`config.mk`:
```
export PLATFORM = sky130hd
export DESIGN_NAME = sha256_byte_stream_hasher_top
export DESIGN_NICKNAME = d
export VERILOG_FILES = /design/src/hdl/sha256_pkg.sv /design/src/hdl/sha256_byte_stream_hasher_top.sv
export SDC_FILE = /design/constraint.sdc
export NUM_CORES = 2
export LEC_CHECK = 0
export BUFFER_PORTS_ARGS = -buffer_cell sky130_fd_sc_hd__clkbuf_2
export CAP_MARGIN = 5
export CORE_UTILIZATION = 30
export DETAILED_ROUTE_END_ITERATION = 8
export GPL_TIMING_DRIVEN = 1
export PLACE_DENSITY = 0.52
export SLEW_MARGIN = 20
export SYNTH_ARGS = -nofsm -noshare
export SYNTH_HDL_FRONTEND = slang
export SYNTH_SLANG_ARGS = --single-unit
```
`constraint.sdc`:
```
create_clock -name i_clk -period 23.8 [get_ports i_clk]
set_clock_uncertainty 0.1 [all_clocks]
set_input_delay 3.57 -clock i_clk [delete_from_list [all_inputs] [get_ports i_clk]]
set_output_delay 3.57 -clock i_clk [all_outputs]
set_load 0.1 [all_outputs]
```
`src/hdl/sha256_pkg.sv`:
```
`timescale 1ns / 1ps
// Package for the SHA-256 byte stream hasher.
// Holds the round constants, the initial hash values and the SHA-256 mixing functions.
package sha256_pkg;

    localparam logic [31:0] c_round_k [64] = '{
        32'h428a2f98, 32'h71374491, 32'hb5c0fbcf, 32'he9b5dba5,
        32'h3956c25b, 32'h59f111f1, 32'h923f82a4, 32'hab1c5ed5,
        32'hd807aa98, 32'h12835b01, 32'h243185be, 32'h550c7dc3,
        32'h72be5d74, 32'h80deb1fe, 32'h9bdc06a7, 32'hc19bf174,
        32'he49b69c1, 32'hefbe4786, 32'h0fc19dc6, 32'h240ca1cc,
        32'h2de92c6f, 32'h4a7484aa, 32'h5cb0a9dc, 32'h76f988da,
        32'h983e5152, 32'ha831c66d, 32'hb00327c8, 32'hbf597fc7,
        32'hc6e00bf3, 32'hd5a79147, 32'h06ca6351, 32'h14292967,
        32'h27b70a85, 32'h2e1b2138, 32'h4d2c6dfc, 32'h53380d13,
        32'h650a7354, 32'h766a0abb, 32'h81c2c92e, 32'h92722c85,
        32'ha2bfe8a1, 32'ha81a664b, 32'hc24b8b70, 32'hc76c51a3,
        32'hd192e819, 32'hd6990624, 32'hf40e3585, 32'h106aa070,
        32'h19a4c116, 32'h1e376c08, 32'h2748774c, 32'h34b0bcb5,
        32'h391c0cb3, 32'h4ed8aa4a, 32'h5b9cca4f, 32'h682e6ff3,
        32'h748f82ee, 32'h78a5636f, 32'h84c87814, 32'h8cc70208,
        32'h90befffa, 32'ha4506ceb, 32'hbef9a3f7, 32'hc67178f2
    };

    localparam logic [31:0] c_init_h [8] = '{
        32'h6a09e667, 32'hbb67ae85, 32'h3c6ef372, 32'ha54ff53a,
        32'h510e527f, 32'h9b05688c, 32'h1f83d9ab, 32'h5be0cd19
    };

    localparam logic [7:0] c_pad_byte = 8'h80;
    localparam logic [5:0] c_len_pos  = 6'd56;
    localparam logic       c_op_absorb = 1'b0;
    localparam logic       c_op_finish = 1'b1;

    function automatic logic [31:0] f_rotr(input logic [31:0] x, input int unsigned n);
        return (x >> n) | (x << (32 - n));
    endfunction

    function automatic logic [31:0] f_ssig0(input logic [31:0] x);
        return f_rotr(x, 7) ^ f_rotr(x, 18) ^ (x >> 3);
    endfunction

    function automatic logic [31:0] f_ssig1(input logic [31:0] x);
        return f_rotr(x, 17) ^ f_rotr(x, 19) ^ (x >> 10);
    endfunction

    function automatic logic [31:0] f_bsig0(input logic [31:0] x);
        return f_rotr(x, 2) ^ f_rotr(x, 13) ^ f_rotr(x, 22);
    endfunction

    function automatic logic [31:0] f_bsig1(input logic [31:0] x);
        return f_rotr(x, 6) ^ f_rotr(x, 11) ^ f_rotr(x, 25);
    endfunction

endpackage

```
`src/hdl/sha256_byte_stream_hasher_top.sv`:
```
`timescale 1ns / 1ps
// Top level of the SHA-256 byte stream hasher: buffer memory, compression rounds, digest output.
// Depends on sha256_pkg.
//
// Bytes go into a 64-entry byte memory, one byte per cycle, while the hasher is idle and ready.
// The 64th byte of a block starts compression: a load step reads the bytes one per cycle into the
// schedule window, then 64 rounds run one per cycle, then an add step adds into the hash words, so
// input is held off until the block is compressed. A finish word pads the buffer one byte per
// cycle up to the end of the block, compresses once, or twice with a second padding pass over the
// whole block when 56 or more bytes are buffered, and then offers the eight digest words in order;
// the next word is taken once the last digest word leaves. The buffer memory needs no clearing
// after reset.
module sha256_byte_stream_hasher_top (
    input  logic        i_clk,
    input  logic        i_rst_n,
    input  logic        i_valid,
    output logic        o_ready,
    input  logic        i_op,
    input  logic [7:0]  i_data_byte,
    output logic        o_valid,
    input  logic        i_ready,
    output logic [31:0] o_digest_word,
    output logic [2:0]  o_word_index,
    output logic        o_last_word
);
    import sha256_pkg::*;

    typedef enum logic [2:0] {
        S_IDLE, S_PAD, S_LOAD, S_ROUND, S_ADD, S_OUT
    } t_state;

    t_state      r_state;
    logic [5:0]  r_fill;
    logic [63:0] r_bits;
    logic [63:0] r_total;
    logic        r_final;
    logic        r_len_done;
    logic [5:0]  r_pad_pos;
    logic [6:0]  r_cnt;
    logic [31:0] r_h [8];
    logic [31:0] r_v [8];
    logic [31:0] r_w [16];
    logic [2:0]  r_oidx;

    logic [7:0]  r_mem [64];
    logic [7:0]  r_rdata;
    logic        r_we;
    logic [5:0]  r_waddr;
    logic [7:0]  r_wdata;
    logic [5:0]  n_raddr;

    logic        in_fire;
    logic        out_fire;
    logic [31:0] n_w;
    logic [31:0] t1;
    logic [31:0] t2;
    logic [5:0]  n_fill;
    logic [5:0]  load_pos;
    logic [7:0]  pad_byte;

    assign o_ready  = (r_state == S_IDLE);
    assign in_fire  = i_valid && o_ready;
    assign o_valid  = (r_state == S_OUT);
    assign out_fire = o_valid && i_ready;
    assign o_digest_word = r_h[r_oidx];
    assign o_word_index  = r_oidx;
    assign o_last_word   = (r_oidx == 3'd7);
    assign n_fill = r_fill + 6'd1;
    assign load_pos = r_cnt[5:0] - 6'd1;

    // The byte read at count k arrives at count k + 1.
    always_comb begin
        n_raddr = 6'd0;
        if (r_state == S_LOAD) begin
            n_raddr = r_cnt[5:0];
        end
    end

    always_ff @(posedge i_clk) begin
        if (r_we) begin
            r_mem[r_waddr] <= r_wdata;
        end
        r_rdata <= r_mem[n_raddr];
    end

    always_ff @(posedge i_clk) begin
        if (!i_rst_n) begin
            r_we <= 1'b0;
        end else begin
            r_we <= (in_fire && i_op == c_op_absorb) || (r_state == S_PAD);
        end
        r_waddr <= (r_state == S_PAD) ? r_pad_pos : r_fill;
        r_wdata <= (r_state == S_PAD) ? pad_byte : i_data_byte;
    end

    always_comb begin
        if (r_pad_pos >= c_len_pos && r_len_done) begin
            pad_byte = r_total[8 * (7 - (r_pad_pos - c_len_pos)) +: 8];
        end else if (r_pad_pos == r_fill && !r_final) begin
            pad_byte = c_pad_byte;
        end else begin
            pad_byte = 8'h00;
        end
    end

    assign n_w = r_w[0] + f_ssig0(r_w[1]) + r_w[9] + f_ssig1(r_w[14]);
    assign t1  = r_v[7] + f_bsig1(r_v[4]) + ((r_v[4] & r_v[5]) ^ (~r_v[4] & r_v[6]))
               + c_round_k[r_cnt[5:0]] + r_w[0];
    assign t2  = f_bsig0(r_v[0]) + ((r_v[0] & r_v[1]) ^ (r_v[0] & r_v[2]) ^ (r_v[1] & r_v[2]));

    always_ff @(posedge i_clk) begin
        if (!i_rst_n) begin
            r_state <= S_IDLE;
            r_fill  <= '0;
            r_bits  <= '0;
            r_final <= 1'b0;
            r_len_done <= 1'b0;
            r_oidx  <= '0;
            for (int j = 0; j < 8; j++) begin
                r_h[j] <= c_init_h[j];
            end
        end else begin
            unique case (r_state)
                S_IDLE: begin
                    if (in_fire) begin
                        if (i_op == c_op_absorb) begin
                            r_fill  <= n_fill;
                            if (n_fill == 6'd0) begin
                                r_final <= 1'b0;
                                r_cnt   <= '0;
                                r_state <= S_LOAD;
                            end
                        end else begin
                            r_total    <= r_bits + {55'd0, r_fill, 3'd0};
                            r_final    <= 1'b0;
                            r_len_done <= (r_fill < c_len_pos);
                            r_pad_pos  <= r_fill;
                            r_state    <= S_PAD;
                        end
                    end
                end
                S_PAD: begin
                    r_pad_pos <= r_pad_pos + 6'd1;
                    if (r_pad_pos == 6'd63) begin
                        // After the first pad block of a long tail, the next pass is the length block.
                        if (!r_len_done) begin
                            r_final <= 1'b1;
                        end
                        r_cnt   <= '0;
                        r_state <= S_LOAD;
                    end
                end
                S_LOAD: begin
                    if (r_cnt != 7'd0) begin
                        r_w[load_pos[5:2]] <= {r_w[load_pos[5:2]][23:0], r_rdata};
                    end
                    if (r_cnt == 7'd64) begin
                        r_cnt   <= '0;
                        for (int j = 0; j < 8; j++) begin
                            r_v[j] <= r_h[j];
                        end
                        r_state <= S_ROUND;
                    end else begin
                        r_cnt <= r_cnt + 7'd1;
                    end
                end
                S_ROUND: begin
                    for (int j = 0; j < 15; j++) begin
                        r_w[j] <= r_w[j + 1];
                    end
                    r_w[15] <= n_w;
                    for (int j = 1; j < 8; j++) begin
                        if (j != 4) begin
                            r_v[j] <= r_v[j - 1];
                        end
                    end
                    r_v[4] <= r_v[3] + t1;
                    r_v[0] <= t1 + t2;
                    r_cnt  <= r_cnt + 7'd1;
                    if (r_cnt == 7'd63) begin
                        r_state <= S_ADD;
                    end
                end
                S_ADD: begin
                    for (int j = 0; j < 8; j++) begin
                        r_h[j] <= r_h[j] + r_v[j];
                    end
                    if (r_len_done) begin
                        r_oidx  <= '0;
                        r_state <= S_OUT;
                    end else if (r_final) begin
                        r_len_done <= 1'b1;
                        r_pad_pos  <= '0;
                        r_state    <= S_PAD;
                    end else begin
                        r_bits  <= r_bits + 64'd512;
                        r_state <= S_IDLE;
                    end
                end
                S_OUT: begin
                    if (out_fire) begin
                        r_oidx <= r_oidx + 3'd1;
                        if (r_oidx == 3'd7) begin
                            r_fill  <= '0;
                            r_bits  <= '0;
                            r_final <= 1'b0;
                            r_len_done <= 1'b0;
                            for (int j = 0; j < 8; j++) begin
                                r_h[j] <= c_init_h[j];
                            end
                            r_state <= S_IDLE;
                        end
                    end
                end
                default: r_state <= S_IDLE;
            endcase
        end
    end

`ifndef SYNTHESIS
    a_ready_idle: assert property (@(posedge i_clk) disable iff (!i_rst_n)
        o_valid |-> !o_ready) else $error("ready during digest output");
    a_last_idx: assert property (@(posedge i_clk) disable iff (!i_rst_n)
        (o_valid && o_last_word) |-> (o_word_index == 3'd7)) else $error("last flag misplaced");
    a_out_hold: assert property (@(posedge i_clk) disable iff (!i_rst_n)
        (o_valid && !i_ready) |=> (o_valid && $stable(o_word_index)))
        else $error("digest word dropped");
    a_wrap: assert property (@(posedge i_clk) disable iff (!i_rst_n)
        (out_fire && o_last_word) |=> (r_fill == 6'd0 && r_bits == 64'd0))
        else $error("state not restored after digest");
`endif

endmodule
```
==> flow_summary.ini <==
[outcome]
status = completed

[timing]
fin_crit_sh_pct = 46.16
drv_slew = 0
relSlewSlack_pct = 21.82
rsz0062_at_grt = no
fmax_mhz = 91.02
setup_violations = 0
setup_ws_ps = 12810
tightest_slew_ps = 1173
fin_crit_ps = 10990
hold_violations = 0
setup_tns_ps = 0

[cells_and_area]
mostFrequentLayoutCells = nand2_1 (2157), edfxtp_1 (1482), nor2_1 (462), a21oi_1 (455), xnor2_1 (428)
syn2layout_area_growth_pct = 11.77
fillers = 32224
final_area_mm2 = 0.1095
nNetsFinal = 9514
utilization_pct = 33.75
final_common_cell = nand2_1
drive_above_1_share_pct = 9.321

[synth]
ys_seq_elements = 1705
yosys_warnings = 0
synth_area_mm2 = 0.09799
synth_ff_type = edfxtp_1
muxShareOfSynthArea_pct = 7.194
syn_nets = 9685
synthXorXnorAreaFrac_pct = 5.569
synth_compound_gate_area_share_pct = 10.69
syn_inst = 9074
yosys.area_share.simple_pct = 14.03
synth-edff-count = 1482
async_flop_share_pct = 0
avgSynthCellArea_um2 = 10.80
synth_top_family_by_area = simple AND/OR/NAND/NOR gates
ys_seq_area_share_pct = 49.97
synthAdderAreaFrac_pct = 9.436
yosysUniqueCellTypes = 91

[global_routing]
grt_max_degree = 233
antenna_found_initial = 5
grtUsageTotal_pct = 19.25
grt-ovfl-total = 0
grt_pass1_vias = 69658
grt_pass1_wl_um = 478600

[floorplanning]
die_y_um = 573.5
rows = 209
pin_count = 51
dieArea_mm2 = 0.3289
core_area_mm2 = 0.3245
die_w_um = 573.5
initial_core_util_pct = 30.19

[setup_path]
crit_required_ps = 24300
start_kind = register
crit_type = register to register
cp_slowest_cell = ha_1
worst-r2r-cell-count = 40
end_kind = register
crit_path_end = r_v[0][31]
r2r_end = r_v[0][31]
cp.arrival_ps = 11490
cp-startpoint = r_cnt[1]
slowest_delay_ps = 650
reg2reg_from = r_cnt[1]
reg2reg_slack_ps = 12810
worstPathMaxFanout = 16

[place]
dpl_cell_area_mm2 = 0.1028
hpwl_um = 225200
pre_cts_slack_ps = 12930
numPortBuffers = 50
place.gp.congestion = 0.9112

[pwr]
pwr-share-clk_pct = 31.3
swShare_pct = 34.86
seqPwrFrac_pct = 34.2
vdd.ir_drop.worst_uv = 100.9
powerDensity_mw_per_mm2 = 92.57
leakagePower_nw = 39.27
switchingPower_mw = 3.534
power.internal_mw = 6.604
p_comb_share_pct = 34.5

[clocking]
path_clk_slew_ps = 70
cts_made_buffers = 204
root_buffer = clkbuf_16
ctsHoldBuffers = 0
cts_setup_buffers = 0
cts.htree.levels = 4
cts_resized = 0
clockBufferDepth = 4
clock_latency_ps = 900
cts_tree = built
cts_sinks = 1705

[detailed_routing]
drt-pass1-iter-count = 6
routedWlPerCell_um = 24.21
drcViolationCount = 0
via_per_inst = 5.298
drtIter0Drc = 6917
vias = 70954
ant_nets = 0
routed_wl_um = 324200

[job]
cap_viol_max_count = 0

[hold_path]
hold_path_class = register to register
-- registers in the layout (all words and copies together), names as in the netlist, 3 cells and up, named ones only --
signal and flops:
r_wdata 8, r_total 61, r_w 512, r_v 256, r_mem 512, r_rdata 8
r_fill 6, r_h 256, r_bits 55, r_pad_pos 6, r_state 3, o_word_index 3
r_waddr 6, r_cnt 7
-- synth_stat cells, types with 39 or more instances --
cell	n	area, um^2
xnor2_1	432	3784
o21ai_0	407	2037
o21a_1	48	360.4
nand2b_1	64	400.4
nor2_1	466	1749
clkbuf_1	459	1723
nand2_1	2165	8127
nor2b_1	73	456.7
nand3_1	131	655.6
nor3_1	139	695.7
ha_1	403	5042
xor2_1	191	1673
and2_1	39	244.0
a211oi_1	66	495.5
a31oi_1	69	431.7
or3_1	41	256.5
inv_1	250	938.4
mux4_2	243	5473
o221ai_1	72	630.6
o211ai_1	45	337.8
a21o_1	166	1246
and3_1	56	350.3
dfxtp_1	223	4464
mux2i_1	99	991.0
mux2_2	52	585.6
edfxtp_1	1482	44500
a21oi_1	456	2282
o21bai_1	47	352.8
fa_1	195	3904
-- worst max-delay path, delay by kind of cell (launching register included) --
family          cells  cell delay [ps]
compound gates     12             2240
xor+xnor            2              450
fa+ha+maj           8             3510
buf+inv             7             1270
flops               1              320
simple gates       11             2830
-- through the flow --
stage / std cells / power, mW / hold WS [ps]
2_1_floorplan: 9074 / 6.048 / 356.9
3_3_place_gp: 13022 / 6.967 / 332.5
3_5_place_dp: 13022 / 6.978 / 350.3
4_1_cts: 13391 / 10.20 / 354.7
5_1_grt: 13393 / 10.67 / 377.7
6_report: 13393 / 10.14 / 362.6
-- logic make-up after synthesis --
group,after synthesis
xor+xnor,623
fa+ha+maj,628
simple gates,3289
flops,1705
mux,394
buf+inv,792
compound gates,1643
-- layer usage --
metal | routed length [um] | global-route usage, %
met2 | 146100 | 30.18
met1 | 149500 | 27.69
met3 | 19460 | 2.550
met4 | 9153 | 5.414
met5 | 13 | 0
-- power groups by stage --
stage                     Combinational [mW]  Clock, mW  Sequential, mW
after floorplan                         2.53          0            3.52
after global routing                    3.85       3.35            3.47
after detailed placement                3.45          0            3.53
after global placement                  3.44          0            3.53
final                                   3.50       3.17            3.47
after CTS                               3.49       3.24            3.47
-- how the worst min path moves through the flow --
stage	depth (start not counted)	from	endpoint	slack, ps
floorplan	2	r_bits[63]	r_bits[63]	360
global placement	0	r_bits[63]	r_total[63]	330
detailed placement	0	r_bits[63]	r_total[63]	350
CTS	0	r_bits[63]	r_total[63]	350
global route	0	r_bits[63]	r_total[63]	380
finish	0	r_bits[33]	r_total[33]	360
-- area by class of cell --
class / instances / area [um^2] / share of cell area (%)
Antenna cell: 2 / 5.005 / 0.004570
Clock buffer: 248 / 5374 / 4.907
Clock inverter: 121 / 1313 / 1.198
Inverter: 254 / 955.9 / 0.8729
Multi-Input combinational cell: 6577 / 46320 / 42.30
Sequential cell: 1705 / 48990 / 44.73
Tap cell: 4325 / 5411 / 4.941
Timing Repair Buffer: 161 / 1146 / 1.047
Power figures use the tool's default switching activity.
